File: config.mk
export PLATFORM = sky130hd
export DESIGN_NAME = bsmd_div
export DESIGN_NICKNAME = d
export VERILOG_FILES = /design/src/rtl/core/bsmd_pkg.sv /design/src/rtl/core/bsmd_div.sv
export SDC_FILE = /design/constraint.sdc
export NUM_CORES = 1
export LEC_CHECK = 0
export ABC_AREA = 1
export BUFFER_PORTS_ARGS = -buffer_cell sky130_fd_sc_hd__buf_4
export CAP_MARGIN = 30
export CORE_ASPECT_RATIO = 1.4
export CORE_MARGIN = 2
export CORE_UTILIZATION = 39
export DETAILED_ROUTE_END_ITERATION = 16
export GPL_TIMING_DRIVEN = 0
export SYNTH_ARGS = -nofsm -noshare
export SYNTH_HDL_FRONTEND = slang
export SYNTH_SLANG_ARGS = --single-unit
File: constraint.sdc
create_clock -name clock -period 3.15 [get_ports clock]
set_input_delay 0.1575 -clock clock [delete_from_list [all_inputs] [get_ports clock]]
set_output_delay 0.1575 -clock clock [all_outputs]
set_load 0.03 [all_outputs]
File: src/rtl/core/bsmd_pkg.sv
// Package: shared types and constants for the studentized maximum deviation block.
package bsmd_pkg;

   typedef struct packed {
      logic [1:0]         mode;
      logic [6:0]         time_index;
      logic [5:0]         unit_index;
      logic signed [31:0] sample_value;
      logic signed [31:0] centre_value;
      logic signed [31:0] weight;
      logic               last_weight;
   } req_type;

   typedef struct packed {
      logic [31:0] max_deviation;
      logic [1:0]  status;
   } rsp_type;

   localparam logic [1:0] MODE_SAMPLE = 2'd0;
   localparam logic [1:0] MODE_CENTRE = 2'd1;
   localparam logic [1:0] MODE_WEIGHT = 2'd2;

   localparam logic [1:0] STATUS_OK       = 2'd0;
   localparam logic [1:0] STATUS_NEGATIVE = 2'd1;
   localparam logic [1:0] STATUS_SUM      = 2'd2;

   localparam logic [1:0] CSR_TIME_POINTS   = 2'd0;
   localparam logic [1:0] CSR_UNIT_COUNT    = 2'd1;
   localparam logic [1:0] CSR_RIDGE         = 2'd2;
   localparam logic [1:0] CSR_SUM_TOLERANCE = 2'd3;

   localparam int TOT_W  = 40;
   localparam int MEAN_W = 34;
   localparam int AD_W   = 34;
   localparam int VAR_W  = 108;
   localparam int DIV_NW = 108;
   localparam int DIV_DW = 39;
   localparam int SQ_IW  = 78;
   localparam int SQ_RW  = 39;
   localparam int SQ_MW  = 41;
   localparam int BEST_W = 50;

   typedef enum logic [3:0] {
      ST_IDLE,
      ST_CHECK,
      ST_JUDGE,
      ST_MEAN,
      ST_ROUND,
      ST_VAR,
      ST_VSTART,
      ST_DIVV,
      ST_QSTART,
      ST_SQRT,
      ST_ZSTART,
      ST_DIVZ,
      ST_NEXT,
      ST_OUT
   } state_type;

endpackage

File: src/rtl/core/bsmd_div.sv
// Restoring divider, one quotient bit per cycle.
module bsmd_div (
   input  logic                          clock,
   input  logic                          reset,
   input  logic                          start,
   input  logic [bsmd_pkg::DIV_NW-1:0]   dividend,
   input  logic [bsmd_pkg::DIV_DW-1:0]   divisor,
   output logic                          done,
   output logic [bsmd_pkg::DIV_NW-1:0]   quotient
);
   import bsmd_pkg::*;

   localparam int CW = $clog2(DIV_NW);

   logic              busy_ff;
   logic              done_ff;
   logic [CW-1:0]     cnt_ff;
   logic [DIV_DW-1:0] rem_ff;
   logic [DIV_DW-1:0] dsr_ff;
   logic [DIV_NW-1:0] quo_ff;
   logic [DIV_DW:0]   rem_sh;
   logic              fits;

   always_comb begin
      rem_sh = {rem_ff, quo_ff[DIV_NW-1]};
      fits   = rem_sh >= {1'b0, dsr_ff};
   end

   always_ff @(posedge clock) begin
      if (reset) begin
         busy_ff <= 1'b0;
         done_ff <= 1'b0;
         cnt_ff  <= '0;
      end else begin
         done_ff <= busy_ff && (cnt_ff == CW'(DIV_NW - 1));
         if (start) begin
            busy_ff <= 1'b1;
            cnt_ff  <= '0;
         end else if (busy_ff) begin
            if (cnt_ff == CW'(DIV_NW - 1)) begin
               busy_ff <= 1'b0;
            end
            cnt_ff <= cnt_ff + 1'b1;
         end
      end
   end

   always_ff @(posedge clock) begin
      if (start) begin
         rem_ff <= '0;
         dsr_ff <= divisor;
         quo_ff <= dividend;
      end else if (busy_ff) begin
         rem_ff <= fits ? DIV_DW'(rem_sh - {1'b0, dsr_ff}) : rem_sh[DIV_DW-1:0];
         quo_ff <= {quo_ff[DIV_NW-2:0], fits};
      end
   end

   assign done     = done_ff;
   assign quotient = quo_ff;

endmodule

Yosys cells after proc, flatten, opt, wreduce, memory -nomap -nowiden
Cells that the tools add are included.

Add/subtract/negate cells: 2. $lt $le $gt $ge: 1. Eq/ne operators: 1. Mux-type cells: 6. Reductions and logical operators: 3.

Operators by type and width (count): two-way mux 108 bit (2); greater-or-equal comparator 40 x 39 -> 1 bit (1); two-way mux 39 bit (1); subtractor 39 bit (1); adder 7 x 1 -> 7 bit, second input constant (1); equality test 7 bit, second input constant (1); two-way mux 1 bit (3); nonzero test 2 bit (1); OR reduction 2 bit (1); logical AND 1 bit (1).

Bits in registers: 195. Input bits: 150. Output and inout bits: 109. Logic and storage cells: 19.

Logic depth before layout (Yosys ltp)
Depth in word-level cells: 4. Gate-level depth with buffers: 17. Mapped depth without buffers: 16.

Least setup slack after synthesis
OpenSTA, ideal clock, no wires.

Kind: register to register. From: register busy_ff. To: register quo_ff[0], in the netlist quotient[0], enable pin. Setup time: 0.462 ns. Arrival: 2.805 ns. Data required time: 2.688 ns. Setup slack: -0.117 ns. Stages on the path, launching flop included: 4. Path buffers: 1. Clock period less this slack: 3.267 ns. Cell sequence: dfxtp_1 nor2_1 clkbuf_1 inv_1.

Longest elaborated chain between the ends: 1.

RTL lines: from (decl) (line bsmd_div.sv:15) `logic busy_ff;`; from (signal assigned) (line bsmd_div.sv:31) `busy_ff <= 1'b0;`; from (signal assigned) (line bsmd_div.sv:37) `busy_ff <= 1'b1;`; from (signal assigned) (line bsmd_div.sv:41) `busy_ff <= 1'b0;`; nonzero test 2 bit (no line); to (signal assigned) (line bsmd_div.sv:52) `quo_ff <= dividend;`; to (signal assigned) (line bsmd_div.sv:55) `quo_ff <= {quo_ff[DIV_NW-2:0], fits};`; to (decl) (line bsmd_div.sv:20) `logic [DIV_NW-1:0] quo_ff;`.

Every way passes these cells. A chain may end at the register's enable or synchronous reset.

Worst setup path in the final report
From: register busy_ff. To: register quo_ff[99], in the netlist quotient[99], enable pin.

Same word-level chain as after synthesis.

==> results.json <==
{
  "area_delta_synth_final_pct": 40.9,
  "slew_headroom_pct": 32.5,
  "grt_overflow": 0,
  "drtIter0Drc": 502,
  "cts_resized": 0,
  "criticalPathCategory": "register to register",
  "syn-cell-area_um2": 10900,
  "synth_top_area_cell": "edfxtp_1",
  "placed_cell_area_um2": 13400,
  "synth.avg_cell_area_um2": 7.41,
  "rows": 72,
  "p_leak_nw": 7.66,
  "synthArstFlopShare_pct": 0,
  "grt_pass1_wl_mm": 55.1,
  "arrival_ns": 2.80,
  "numPlacedInstances": 2104,
  "setup_viol": 0,
  "cp_data_required_time_ns": 3.03,
  "antenna_found_initial": 0,
  "cts_buffers": 17,
  "synthCells": 1474,
  "syn_nets": 1665,
  "firstDrtPassIters": 5,
  "clock_sinks": 195,
  "final_hold_viol_count": 0,
  "final_common_cell": "nand2_1",
  "power_density_nw_per_um2": 431,
  "grtUsageTotal_pct": 23.5,
  "p_seq_share_pct": 46.8,
  "switching_share_pct": 29.7,
  "die_w_um": 145,
  "layout.nets": 2089,
  "timing.fmax_mhz": 343,
  "post-place-ws_ns": -0.0497,
  "drc_errors": 0,
  "io_pins": 259,
  "via_per_inst": 4.67,
  "p_total_mw": 6.63,
  "fin_cells": 2281,
  "tightest_slew_ns": 1.01,
  "finalCriticalPeriod_ns": 2.91,
  "ir_worst_vdd_v": 0.000324,
  "wire_per_inst_um": 15.2,
  "die_y_um": 202,
  "grt_max_degree": 44,
  "clk_pin_slew_worst_paths_ns": 0.07,
  "dieArea_um2": 29400,
  "antennaDiodeCount": 0,
  "wl_mm": 34.7,
  "slew_viol_final": 0,
  "min_period_over_period_pct": 92.4,
  "max_cap_viol_count": 0,
  "outcome": "completed",
  "fin_area_um2": 15400,
  "fill_cells": 2635,
  "whs_ns": 0.0164,
  "finalWorstSetupSlack_ns": 0.239,
  "p_sw_mw": 1.97,
  "cts_tree": "done",
  "clock_path_buffers": 2,
  "layout_common_cells": "723 x nand2_1, 261 x buf_4, 164 x inv_1",
  "power_frac_clock_pct": 33.0,
  "critical-path-max-stage-delay_ns": 1.06,
  "skew_ns": 0.0116,
  "ys_types": 36,
  "grt_setup_unrepaired": "false",
  "reg2reg_depth": 3,
  "dp_hpwl_mm": 26.6,
  "share_comb_of_total_power_pct": 20.2,
  "cts_htree_levels": 4,
  "gp_congestion": 0.917,
  "synth-warning-count": 0,
  "vias": 10700,
  "clk_latency_ns": 0.45,
  "crit_chain": "nor2_1, clkbuf_1, clkinvlp_2",
  "grt_pass1_vias": 10900,
  "start_util_pct": 39.6,
  "fin_tns_setup_ns": 0,
  "intPower_mw": 4.66,
  "end_kind": "register",
  "core-area_um2": 27600,
  "cts_root_buf": "clkbuf_16",
  "hold_depth": 3,
  "worstPathMaxFanout": 20,
  "ant_nets": 0,
  "crit_slowest_cell": "clkinvlp_2",
  "synth_edf_count": 147,
  "ys_ff_latch": 195,
  "cp-start-kind": "register",
  "yosys.area.top_type_share_pct": 40.4,
  "synth.area.top_cells": "edfxtp_1 40%, nand2_1 25%, dfxtp_1 8.8%, inv_1 5.7%, nor2_1 5.0%",
  "portBuffers": 258,
  "seq_area_frac_synth_pct": 49.2,
  "drive_gt1_share_pct": 16.1,
  "synthFlopType": "edfxtp_1",
  "hold_path.class": "primary input to register",
  "fin_util_pct": 55.8
}
==> layer usage <==
layer	up-vias	wire, um	track usage [%]
li1	5436	-	-
met1	4844	13200	24.8
met2	315	18200	44.3
met3	61	1930	5.42
met4	0	1320	10.4
met5	-	0	0
==> cells by family (layout without fill, tap and decap cells) <==
family | count (synthesis) | in the layout | synth area share (%)
AOI/OAI and AO/OA | 54 | 54 | 2.72
xor gates and xnor gates | 20 | 20 | 1.60
adders and majority gates | 41 | 41 | 4.77
buffers and inverters | 207 | 644 | 7.39
DFF | 195 | 195 | 49.2
and+or+nand+nor | 957 | 957 | 34.3
==> final cells by class <==
cell class | count | area, um2 | share of cell area (%)
repair buffers | 404 | 3420 | 22.2
flip-flops and latches | 195 | 5380 | 34.9
plain buffers | 38 | 173 | 1.12
repair inverters | 1 | 5.00 | 0.0325
clock buffers | 17 | 425 | 2.76
inverters | 169 | 638 | 4.15
clock inverters | 15 | 151 | 0.984
well taps | 370 | 463 | 3.01
multi-input cells | 1072 | 4740 | 30.8
==> what timing repair did <==
item | in CTS | in global routing
hold endpoints to repair | 145 | 0
buffers inserted | 0 | 0
hold buffers | 144 | 0
setup endpoints to repair | 0 | 45
==> worst max-delay path, delay by kind of cell, from the launching register on <==
family / cells / cell delay, ns
AND/OR/NAND/NOR: 1 / 0.33
buffers and inverters: 2 / 1.64
flip-flops: 1 / 0.38
==> flip-flops by register name, indices dropped and copies added (netlist names) <==
name      count
cnt_ff        7
dsr_ff       39
rem_ff       39
quotient    108
busy_ff       1
done          1
==> cell usage after synthesis, types with 7 or more instances <==
cell	instances
nand2_1	723
inv_1	165
edfxtp_1	147
nor2_1	145
nand3_1	57
dfxtp_1	48
ha_1	40
a21oi_1	32
clkbuf_1	28
xnor2_1	19
nor3_1	9
o21bai_1	7
==> power by group through the flow <==
| stage | clock, mW | sequential, mW | combinational [mW] |
|---|---|---|---|
| final | 2.19 | 3.11 | 1.34 |
| after global routing | 2.33 | 3.13 | 1.44 |
| after CTS | 2.23 | 3.11 | 1.34 |
| after detailed placement | 0 | 3.15 | 1.20 |
| after global placement | 0 | 3.16 | 1.18 |
| after floorplan | 0 | 3.43 | 0.372 |
==> final timing paths <==
check | start | to | slack, ns
worst max-delay path | busy_ff | quotient[99] | 0.24
worst min-delay path | dividend[38] | quotient[38] | 0.02
worst max register to register | busy_ff | quotient[99] | 0.24
worst min register to register | rem_ff[12] | rem_ff[12] | 0.48
Power figures use the tool's default switching activity.
