===== src/rtl/core/bsmd_pkg.sv =====
// Package: shared types and constants for the studentized maximum deviation block.
package bsmd_pkg;

   typedef struct packed {
      logic [1:0]         mode;
      logic [6:0]         time_index;
      logic [5:0]         unit_index;
      logic signed [31:0] sample_value;
      logic signed [31:0] centre_value;
      logic signed [31:0] weight;
      logic               last_weight;
   } req_type;

   typedef struct packed {
      logic [31:0] max_deviation;
      logic [1:0]  status;
   } rsp_type;

   localparam logic [1:0] MODE_SAMPLE = 2'd0;
   localparam logic [1:0] MODE_CENTRE = 2'd1;
   localparam logic [1:0] MODE_WEIGHT = 2'd2;

   localparam logic [1:0] STATUS_OK       = 2'd0;
   localparam logic [1:0] STATUS_NEGATIVE = 2'd1;
   localparam logic [1:0] STATUS_SUM      = 2'd2;

   localparam logic [1:0] CSR_TIME_POINTS   = 2'd0;
   localparam logic [1:0] CSR_UNIT_COUNT    = 2'd1;
   localparam logic [1:0] CSR_RIDGE         = 2'd2;
   localparam logic [1:0] CSR_SUM_TOLERANCE = 2'd3;

   localparam int TOT_W  = 40;
   localparam int MEAN_W = 34;
   localparam int AD_W   = 34;
   localparam int VAR_W  = 108;
   localparam int DIV_NW = 108;
   localparam int DIV_DW = 39;
   localparam int SQ_IW  = 78;
   localparam int SQ_RW  = 39;
   localparam int SQ_MW  = 41;
   localparam int BEST_W = 50;

   typedef enum logic [3:0] {
      ST_IDLE,
      ST_CHECK,
      ST_JUDGE,
      ST_MEAN,
      ST_ROUND,
      ST_VAR,
      ST_VSTART,
      ST_DIVV,
      ST_QSTART,
      ST_SQRT,
      ST_ZSTART,
      ST_DIVZ,
      ST_NEXT,
      ST_OUT
   } state_type;

endpackage


===== src/rtl/core/bsmd_sqrt.sv =====
// Integer square root, one result bit per cycle.
module bsmd_sqrt (
   input  logic                         clock,
   input  logic                         reset,
   input  logic                         start,
   input  logic [bsmd_pkg::SQ_IW-1:0]   radicand,
   output logic                         done,
   output logic [bsmd_pkg::SQ_RW-1:0]   root
);
   import bsmd_pkg::*;

   localparam int CW = $clog2(SQ_RW);

   logic             busy_ff;
   logic             done_ff;
   logic [CW-1:0]    cnt_ff;
   logic [SQ_IW-1:0] opnd_ff;
   logic [SQ_MW-1:0] rem_ff;
   logic [SQ_RW-1:0] root_ff;
   logic [SQ_MW+1:0] rem_sh;
   logic [SQ_MW+1:0] trial;
   logic             fits;

   always_comb begin
      rem_sh = {rem_ff, opnd_ff[SQ_IW-1:SQ_IW-2]};
      trial  = (SQ_MW+2)'({root_ff, 2'b01});
      fits   = rem_sh >= trial;
   end

   always_ff @(posedge clock) begin
      if (reset) begin
         busy_ff <= 1'b0;
         done_ff <= 1'b0;
         cnt_ff  <= '0;
      end else begin
         done_ff <= busy_ff && (cnt_ff == CW'(SQ_RW - 1));
         if (start) begin
            busy_ff <= 1'b1;
            cnt_ff  <= '0;
         end else if (busy_ff) begin
            if (cnt_ff == CW'(SQ_RW - 1)) begin
               busy_ff <= 1'b0;
            end
            cnt_ff <= cnt_ff + 1'b1;
         end
      end
   end

   always_ff @(posedge clock) begin
      if (start) begin
         opnd_ff <= radicand;
         rem_ff  <= '0;
         root_ff <= '0;
      end else if (busy_ff) begin
         opnd_ff <= {opnd_ff[SQ_IW-3:0], 2'b00};
         rem_ff  <= fits ? SQ_MW'(rem_sh - trial) : SQ_MW'(rem_sh);
         root_ff <= {root_ff[SQ_RW-2:0], fits};
      end
   end

   assign done = done_ff;
   assign root = root_ff;

endmodule


===== config.mk =====
export PLATFORM = sky130hd
export DESIGN_NAME = bsmd_sqrt
export DESIGN_NICKNAME = d
export VERILOG_FILES = /design/src/rtl/core/bsmd_pkg.sv /design/src/rtl/core/bsmd_sqrt.sv
export SDC_FILE = /design/constraint.sdc
export NUM_CORES = 1
export LEC_CHECK = 0
export BUFFER_PORTS_ARGS = -buffer_cell sky130_fd_sc_hd__buf_2
export CAP_MARGIN = 20
export CORE_ASPECT_RATIO = 0.5
export CORE_MARGIN = 3
export CORE_UTILIZATION = 30
export CTS_CLUSTER_SIZE = 30
export DETAILED_ROUTE_END_ITERATION = 12
export PLACE_DENSITY = 0.58
export SYNTH_ARGS = -nofsm -noshare
export SYNTH_HDL_FRONTEND = slang
export SYNTH_SLANG_ARGS = --single-unit

===== constraint.sdc =====
create_clock -name clock -period 7.1 [get_ports clock]
set_input_delay 1.42 -clock clock [delete_from_list [all_inputs] [get_ports clock]]
set_output_delay 1.42 -clock clock [all_outputs]
set_load 0.1 [all_outputs]

Yosys cells after proc, flatten, opt, wreduce, memory -nomap -nowiden
Index checks and enable logic that the tools add are counted.

Bits of input ports: 81. Output and inout bits: 40. Word-level logic and storage cells: 19. Memories: 0. Register bits: 166. Latch bits: 0. RAM bits: 0. ROM bits: 0.

Mux-type cells: 6. Div/mod/pow operators: 0. $add $sub $neg: 2. Bitwise operators: 0. Shift operators: 0. Equal/unequal tests: 1. Reduce and logical (&&, ||, !) cells: 3. $mul: 0. Magnitude comparators: 1.

Operator list (number): $mux 78 (2); $ge 43x41->1 (1); $mux 41 (1); $sub 41x41->41 (1); $add 6x1->6 const B (1); $eq 6x6->1 const B (1); $mux 1 (3); $reduce_bool 2->1 (1); $reduce_or 2->1 (1); $logic_and 1x1->1 (1).

Longest topological paths before layout
Gate-level depths: netlist of run 1.

Word-level depth: 4. Mapped depth: 15. Mapped depth without buffers: 12.

Worst setup path after synthesis of run 1
Ideal clock, no wire load.

Kind: in2reg. Start: in start. End: reg opnd_ff[0], enable pin. Required time: 6697 ps. Path buffers: 3. Setup time: 403 ps. Stages: 4. Arrival: 3257 ps. Path slack: 3441 ps. Path through: clkbuf_1 > clkbuf_1 > clkbuf_1 > or2_2.

Word-level cells in the longest chain between the ends: 1.

Ends and longest elaborated chain: start, declared (RTL line bsmd_sqrt.sv:5) `input logic start,`; $reduce_bool 2->1 (no line); end signal, assigned (RTL line bsmd_sqrt.sv:51) `opnd_ff <= radicand;`; end signal, assigned (RTL line bsmd_sqrt.sv:55) `opnd_ff <= {opnd_ff[SQ_IW-3:0], 2'b00};`; end, declared (RTL line bsmd_sqrt.sv:17) `logic [SQ_IW-1:0] opnd_ff;`.

No other way between the ends. A chain may end at the register's enable or synchronous reset.

Worst setup path in the final report of run 1
Start: reg root_ff[4] (netlist: root[4]). End: reg rem_ff[24].

Word-level cells in the longest chain between the ends: 2. Elaborated cells on any way between the ends: 3. Classes of those cells: 1 x add/sub; 1 x order compare; 1 x mux.

Ends and longest elaborated chain: start, declared (RTL line bsmd_sqrt.sv:19) `logic [SQ_RW-1:0] root_ff;`; start signal, assigned (RTL line bsmd_sqrt.sv:57) `root_ff <= {root_ff[SQ_RW-2:0], fits};`; $sub 41x41->41 / $ge 43x41->1 (equally long branches) (RTL line bsmd_sqrt.sv:56, bsmd_sqrt.sv:27); $mux 41 (*) (RTL line bsmd_sqrt.sv:56) `rem_ff <= fits ? SQ_MW'(rem_sh - trial) : SQ_MW'(rem_sh);`; end signal, assigned (RTL line bsmd_sqrt.sv:56); end, declared (RTL line bsmd_sqrt.sv:18) `logic [SQ_MW-1:0] rem_ff;`.

Mark *: on every way between the ends. The rest lies on a longest branch, timed or not.

==> reports/metrics.csv, run 1 <==
stage,metric,value,unit
outcome,outcome,completed,
clocking,CTS tree,built,
floorplanning,Initial Utilization,31.01,%
critical_path,CP Data Required Time,7.43,ns
global_routing,initial antenna violation count,2,
critical_path,crit path launch type,flip-flop,
cells_and_area,Area Overhead vs Synth,16.86,%
logic_synthesis,Yosys reg bits,166,
critical_path,Crit path buffers/inverters,2,
detailed_routing,Post-Route WL,20.19,mm
cells_and_area,ant diodes,0,
pwr,Internal Power,2.083,mW
critical_path,Worst R2R Path Depth,12,
clocking,cts hold-fix bufs,0,
logic_synthesis,post-synthesis sequential area ratio,44.94,%
timing,Max Clk Rate,0.2735,GHz
critical_path,CP endpoint kind,flip-flop,
detailed_routing,WL/cell,14.65,microns
clocking,Num Clock Sinks,166,
timing,"Slew Viols, Final",0,
global_routing,GRT Total Usage,12.79,%
timing,Slew @ Worst Pin,1.055,ns
cells_and_area,area of the multi-input gates,4641,sq um
logic_synthesis,Synth Cell Area,9133,sq um
logic_synthesis,number of synthesized flops with an enable pin,78,
timing,"crit path setup slack, layout",3.444,ns
critical_path,crit path DAT,3.99,ns
logic_synthesis,"FFs w/ async S/R, synth",0,%
logic_synthesis,synth warn,0,
logic_synthesis,Yosys top cell by area,edfxtp_1,
logic_synthesis,synth top area cells,"edfxtp_1, dfxtp_1, mux2_2, mux2i_1, ha_1",
detailed_routing,Vias per Instance,4.790,
critical_path,worst r2r dst,rem_ff[24],
floorplanning,Die Height,129.4,microns
floorplanning,core box area,29450,sq um
logic_synthesis,Synth Net Count,1003,
min_path,"Endpoint, Worst Hold",cnt_ff[5],
floorplanning,I/O pin total,121,
timing,Fin Setup TNS,0,ns
pwr,Leak,4.418,nW
clocking,CTS root buffer,clkbuf_16,
clocking,Max Buffers Root-to-Sink,2,
global_routing,gr ovfl total,0,
logic_synthesis,Main synth FF type,dfxtp_1,
critical_path,critical path class,flip-flop to flip-flop,
logic_synthesis,Synth Area per Inst,10.39,sq um
clocking,post_cts resized,0,
critical_path,CP Cell Sequence,inv_1 > ha_1 > and4_1 > o21ai_1 > a21oi_2 > o21ai_1 > a21oi_4 > a31oi_2 > o211ai_4 > buf_4 > mux2i_1 > a211oi_1,
global_routing,first-pass GRT wire length,33.74,mm
critical_path,critical path's largest stage delay,0.66,ns
critical_path,"delay-heaviest family, CP",compound AO/OA/AOI/OAI gates,
timing,Worst Skew,0.01139,ns
detailed_routing,# DRC,0,
clocking,Worst-path clk slew,0.07,ns
min_path,worst hold path depth,2,
critical_path,"Slowest-stage cell, CP",o211ai_4,
pwr,power share of the sequential group,37.0,%
pwr,Comb pwr share,32.6,%
timing,Final min period,3.656,ns
place,routability cong.,0.8342,
pwr,sw frac,33.03,%
min_path,Hold Path Origin,cnt_ff[5],
min_path,HP Class,flip-flop to flip-flop,
clocking,H-tree depth,4,
cells_and_area,layout cells sized above 1,24.52,%
logic_synthesis,top-area cell type share of the netlist area,25.65,%
floorplanning,Die Width,252.7,microns
timing,RSZ-0062 raised after global routing,no,
logic_synthesis,Synth cell types,58,
global_routing,vias in the first global route,6709,
pwr,Worst VDD drop,0.0001274,V
cells_and_area,Layout Nets,1098,
pwr,switching pwr,1.027,mW
critical_path,cell mode on critical path,o21ai_1,
pwr,PD cells,291.5,nW/um^2
pwr,Clock power frac,30.4,%
clocking,clk_lat worst skew,0.44,ns
global_routing,largest net degree at the start of global routing,98,
timing,Slew HR,29.65,%
detailed_routing,Final ANT Viol Nets,0,
place,IO buf count,120,
critical_path,FF-to-FF Start,root[4],
detailed_routing,DRT iter0 DRCs,405,
run,MaxCap Viol Count,0,
cells_and_area,register area,4108,sq um
cells_and_area,number of fill cells,2948,
detailed_routing,routed vias,6600,
detailed_routing,Pre-antenna DRT Iters,4,
critical_path,Worst Path Max Fanout,29,
floorplanning,Std-Cell Rows,44,
clocking,total CTS buffers,17,
clocking,postcts setup bufs,0,
place,DP Worst Slack,3.424,ns
floorplanning,Die ar.,32700,sq um
timing,fin crit share,51.49,%
place,DP Wirelength,14.07,mm
timing,Setup Viol. Count Final,0,
timing,Final Hold Viols,0,
critical_path,Reg2Reg Setup Slack,3.44,ns
logic_synthesis,Synth Instances,879,
flip-flops by register name, summed over array words and instances, names as in the netlist:
| signal | flops |
|---|---|
| root | 39 |
| done | 1 |
| opnd_ff | 78 |
| cnt_ff | 6 |
| rem_ff | 41 |
| busy_ff | 1 |
cells in the mapped netlist, types with 3 or more instances:
cell,count
and3_1,8
a31oi_1,5
nand2_1,31
o21bai_1,9
dfxtp_1,88
or3_1,4
buf_2,4
nor2_1,110
o211ai_1,7
mux2i_1,74
ha_1,43
o21ai_0,15
inv_1,50
o21a_1,5
o21ai_1,11
nor3_1,5
clkbuf_1,32
a211oi_1,41
nand3_1,10
mux2_2,76
xor2_1,14
a21oi_1,37
and2_1,6
nand2b_1,5
nor2b_1,5
buf_1,8
a21o_1,22
nand4_1,11
xnor2_1,28
buf_6,3
edfxtp_1,78
layout by cell type (no fill, tap or decap), types with 5 or more instances in the layout:
cell	netlist	final
buf_2	4	119
and3_1	8	8
ha_1	43	43
a21o_1	22	22
and2_1	6	6
o21bai_1	9	9
nand3_1	10	10
nor3_1	5	5
xnor2_1	28	28
nand2b_1	5	5
o21ai_0	15	15
o211ai_1	7	7
dfxtp_1	88	87
nor2b_1	5	5
inv_1	50	50
a211oi_1	41	41
o21ai_1	11	11
a21oi_1	37	37
xor2_1	14	14
nand2_1	31	31
mux2i_1	74	74
mux2_2	76	76
a31oi_1	5	5
clkbuf_16	0	17
o21a_1	5	5
nor2_1	110	110
edfxtp_1	78	78
nand4_1	11	11
inv_6	0	6
power by group through the flow:
stage | combinational [mW] | clock [mW] | sequential (mW)
floorplan | 0.822 | 0 | 1.16
global placement | 0.993 | 0 | 1.17
detailed placement | 1.01 | 0 | 1.17
CTS | 1.01 | 0.975 | 1.15
global route | 1.14 | 1.01 | 1.16
finish | 1.01 | 0.945 | 1.15
worst register-to-register path: stages, from the launching register on:
cell and delay (ns):
dfxtp_1 0.37, inv_1 0.07, ha_1 0.39, and4_1 0.21, o21ai_1 0.12, a21oi_2 0.18
o21ai_1 0.16, a21oi_4 0.22, a31oi_2 0.16, o211ai_4 0.66, buf_4 0.54, mux2i_1 0.19
a211oi_1 0.28
per-stage QoR:
stage	util (%)	cells	total power, mW	area (sq um)	hold WS, ns
6_report	36.24	1378	3.111	10670	0.4978
3_3_place_gp	34.14	1345	2.165	10050	0.4683
5_1_grt	36.24	1378	3.309	10670	0.5178
2_1_floorplan	-	879	1.982	9133	0.4585
3_5_place_dp	34.14	1345	2.180	10050	0.4943
4_1_cts	36.14	1377	3.143	10650	0.5083
cells by family (layout without fill, tap and decap cells):
kind of cell / after synthesis / count (layout) / synth area share [%]
xor+xnor: 42 / 42 / 4.028
mux: 150 / 150 / 17.48
simple gates: 204 / 204 / 10.06
fa+ha+maj: 43 / 43 / 5.891
compound gates: 176 / 176 / 13.23
buf+inv: 98 / 206 / 4.371
flops: 166 / 166 / 44.94
worst max path at each step:
| stage | from | to | slack [ns] | depth (start not counted) |
|---|---|---|---|---|
| final | root[4] | rem_ff[24] | 3.44 | 12 |
| after global placement | root[4] | rem_ff[12] | 3.53 | 13 |
| after detailed placement | root[4] | rem_ff[12] | 3.42 | 13 |
| after floorplan | start | opnd_ff[0] | 3.44 | 4 |
| after CTS | root[4] | rem_ff[24] | 3.38 | 12 |
| after global routing | root[4] | rem_ff[12] | 3.06 | 13 |
metal layers:
| metal | vias to the layer above | GRT usage [%] | share of wire [%] |
|---|---|---|---|
| met4 | 4 | 3.486 | 1.2 |
| met2 | 71 | 21.57 | 47 |
| met3 | 21 | 3.771 | 3.4 |
| li1 | 3362 | - | - |
| met1 | 3142 | 16.13 | 48 |
| met5 | - | 0 | 0.13 |
layout make-up:
type                            instances  area share (%)
Clock buffer                           17           3.986
Multi-Input combinational cell        615           43.48
Timing Repair Buffer                  124           6.155
Clock inverter                         15           1.547
Inverter                               50           1.759
Tap cell                              391           4.584
Sequential cell                       166           38.49
Note: power is estimated with default switching activity, not from simulation.
==> run 2: changes to the inputs <==
Settings changed: PLACE_DENSITY 0.58 to 0.6.
Clock period 7.1 ns to 3.3 ns, I/O delays scaled along.
==> reports/metrics.csv, run 2 (synthesized netlist as in run 1, its figures left out) <==
stage,metric,value,unit,change
outcome,outcome,completed,,unchanged
floorplanning,Die Height,129.4,microns,unchanged
cells_and_area,most frequent cells in the layout,"buf_2, nor2_1, edfxtp_1, mux2_2, mux2i_1",,"was buf_2, nor2_1, dfxtp_1, edfxtp_1, mux2_2"
critical_path,CP Cell Sequence,inv_1 > ha_1 > a21o_1 > a31oi_1 > o211ai_1 > o21ai_1 > a21oi_4 > a31oi_2 > o211ai_4 > buf_12 > o2111ai_1 > o21ai_1 > a211oi_1,,was inv_1 > ha_1 > and4_1 > o21ai_1 > a21oi_2 > o21ai_1 > a21oi_4 > a31oi_2 > o211ai_4 > buf_4 > mux2i_1 > a211oi_1
clocking,Num Clock Sinks,166,,unchanged
critical_path,CP endpoint kind,flip-flop,,unchanged
clocking,Worst-path clk slew,0.06,ns,was 0.07 ns
detailed_routing,DRT iter0 DRCs,433,,was 405
critical_path,critical path class,flip-flop to flip-flop,,unchanged
floorplanning,Die Width,252.7,microns,unchanged
clocking,cts hold-fix bufs,0,,unchanged
timing,"crit path setup slack, layout",0.2193,ns,was 3.444 ns
global_routing,first-pass GRT wire length,32.75,mm,was 33.74 mm
min_path,HP Class,primary input to flip-flop,,was flip-flop to flip-flop
timing,Setup Viol. Count Final,0,,unchanged
clocking,CTS tree,built,,unchanged
critical_path,"delay-heaviest family, CP",compound AO/OA/AOI/OAI gates,,unchanged
pwr,Worst VDD drop,0.0002953,V,was 0.0001274 V
cells_and_area,Largest register FFs,78,,unchanged
place,IO buf count,120,,unchanged
detailed_routing,Vias per Instance,4.813,,was 4.790
global_routing,initial antenna violation count,1,,was 2
detailed_routing,Post-Route WL,19.86,mm,was 20.19 mm
clocking,clk_lat worst skew,0.44,ns,about the same
timing,Max Clk Rate,0.3246,GHz,was 0.2735 GHz
place,routability cong.,0.8774,,was 0.8342
clocking,H-tree depth,4,,unchanged
clocking,post_cts resized,0,,unchanged
critical_path,"Slowest-stage cell, CP",ha_1,,was o211ai_4
cells_and_area,ant diodes,0,,unchanged
detailed_routing,# DRC,0,,unchanged
global_routing,GRT Total Usage,12.49,%,was 12.79%
timing,Final Hold Viols,0,,unchanged
cells_and_area,Layout Cells excl Fill,1382,,was 1378
critical_path,Crit path buffers/inverters,2,,unchanged
floorplanning,I/O pin total,121,,unchanged
critical_path,crit path DAT,3.43,ns,was 3.99 ns
floorplanning,Die ar.,32700,sq um,unchanged
place,DP Wirelength,13.95,mm,was 14.07 mm
critical_path,critical path's largest stage delay,0.37,ns,was 0.66 ns
floorplanning,core box area,29450,sq um,unchanged
cells_and_area,Layout Nets,1102,,was 1098
floorplanning,Initial Utilization,31.01,%,unchanged
detailed_routing,WL/cell,14.37,microns,was 14.65 microns
run,MaxCap Viol Count,0,,unchanged
detailed_routing,routed vias,6652,,was 6600
cells_and_area,layout cells sized above 1,25.43,%,was 24.52%
place,DP Worst Slack,0.2328,ns,was 3.424 ns
timing,Slew @ Worst Pin,0.8172,ns,was 1.055 ns
clocking,total CTS buffers,17,,unchanged
timing,Slew HR,44.11,%,was 29.65%
floorplanning,Std-Cell Rows,44,,unchanged
timing,fin crit share,93.35,%,was 51.49%
clocking,CTS root buffer,clkbuf_16,,unchanged
timing,Fin Setup TNS,0,ns,unchanged
pwr,PD cells,620.2,nW/um^2,was 291.5 nW/um^2
detailed_routing,Final ANT Viol Nets,0,,unchanged
critical_path,Worst Path Max Fanout,48,,was 29
timing,RSZ-0062 raised after global routing,no,,unchanged
cells_and_area,Top reg by flops,opnd_ff,,unchanged
timing,Final min period,3.081,ns,was 3.656 ns
cells_and_area,Area Overhead vs Synth,17.51,%,was 16.86%
detailed_routing,Pre-antenna DRT Iters,5,,was 4
global_routing,largest net degree at the start of global routing,121,,was 98
clocking,Max Buffers Root-to-Sink,2,,unchanged
critical_path,cell mode on critical path,o21ai_1,,unchanged
place,placed insts,1350,,was 1345
global_routing,gr ovfl total,0,,unchanged
pwr,Leak,4.449,nW,was 4.418 nW
critical_path,CP Data Required Time,3.65,ns,was 7.43 ns
global_routing,vias in the first global route,6638,,was 6709
timing,Worst Skew,0.008577,ns,was 0.01139 ns
timing,"Slew Viols, Final",0,,unchanged
cells_and_area,"most common cell after layout, fill and taps aside",buf_2,,unchanged
clocking,postcts setup bufs,0,,unchanged
critical_path,crit path launch type,flip-flop,,unchanged
## run 2: worst paths after layout
kind                            startpoint         end  slack (ns)  cells past startpoint
worst min-delay path                 reset     busy_ff        0.40                      2
worst max-delay path              root[10]  rem_ff[12]        0.22                     13
worst min register to register  rem_ff[40]  rem_ff[40]        0.50                      2
worst max register to register    root[10]  rem_ff[12]        0.22                     13
## run 2: power breakdown
part           total, mW  internal (mW)  switching [mW]
Combinational       2.21           1.01            1.20
Clock               1.98           1.17           0.805
Sequential          2.47           2.36           0.102
Total               6.66           4.55            2.10
## run 2: cell type report
| type | instances | area (sq um) |
|---|---|---|
| fillers | 2901 | 18720 |
| clock inverters | 12 | 135.1 |
| flip-flops and latches | 166 | 4125 |
| clock buffers | 20 | 436.7 |
| inverters | 50 | 187.7 |
| repair buffers | 128 | 716.9 |
| multi-input cells | 615 | 4641 |
| well taps | 391 | 489.2 |
## run 2: metal layers
metal	GRT usage (%)	vias to the layer above	routed length (microns)
met4	4.298	2	272
met1	15.70	3141	9565
met5	0	-	7
met3	3.510	21	740
met2	20.86	109	9272
li1	-	3379	-
## run 2: per-stage QoR
stage	utilization, %	hold WS, ns	power (mW)	area (sq um)
after CTS	36.44	0.3708	6.726	10730
after detailed placement	34.49	0.4939	4.712	10160
after global routing	36.44	0.3833	7.073	10730
after floorplan	-	0.4585	4.264	9150
after global placement	34.49	0.4685	4.682	10160
final	36.44	0.4032	6.656	10730
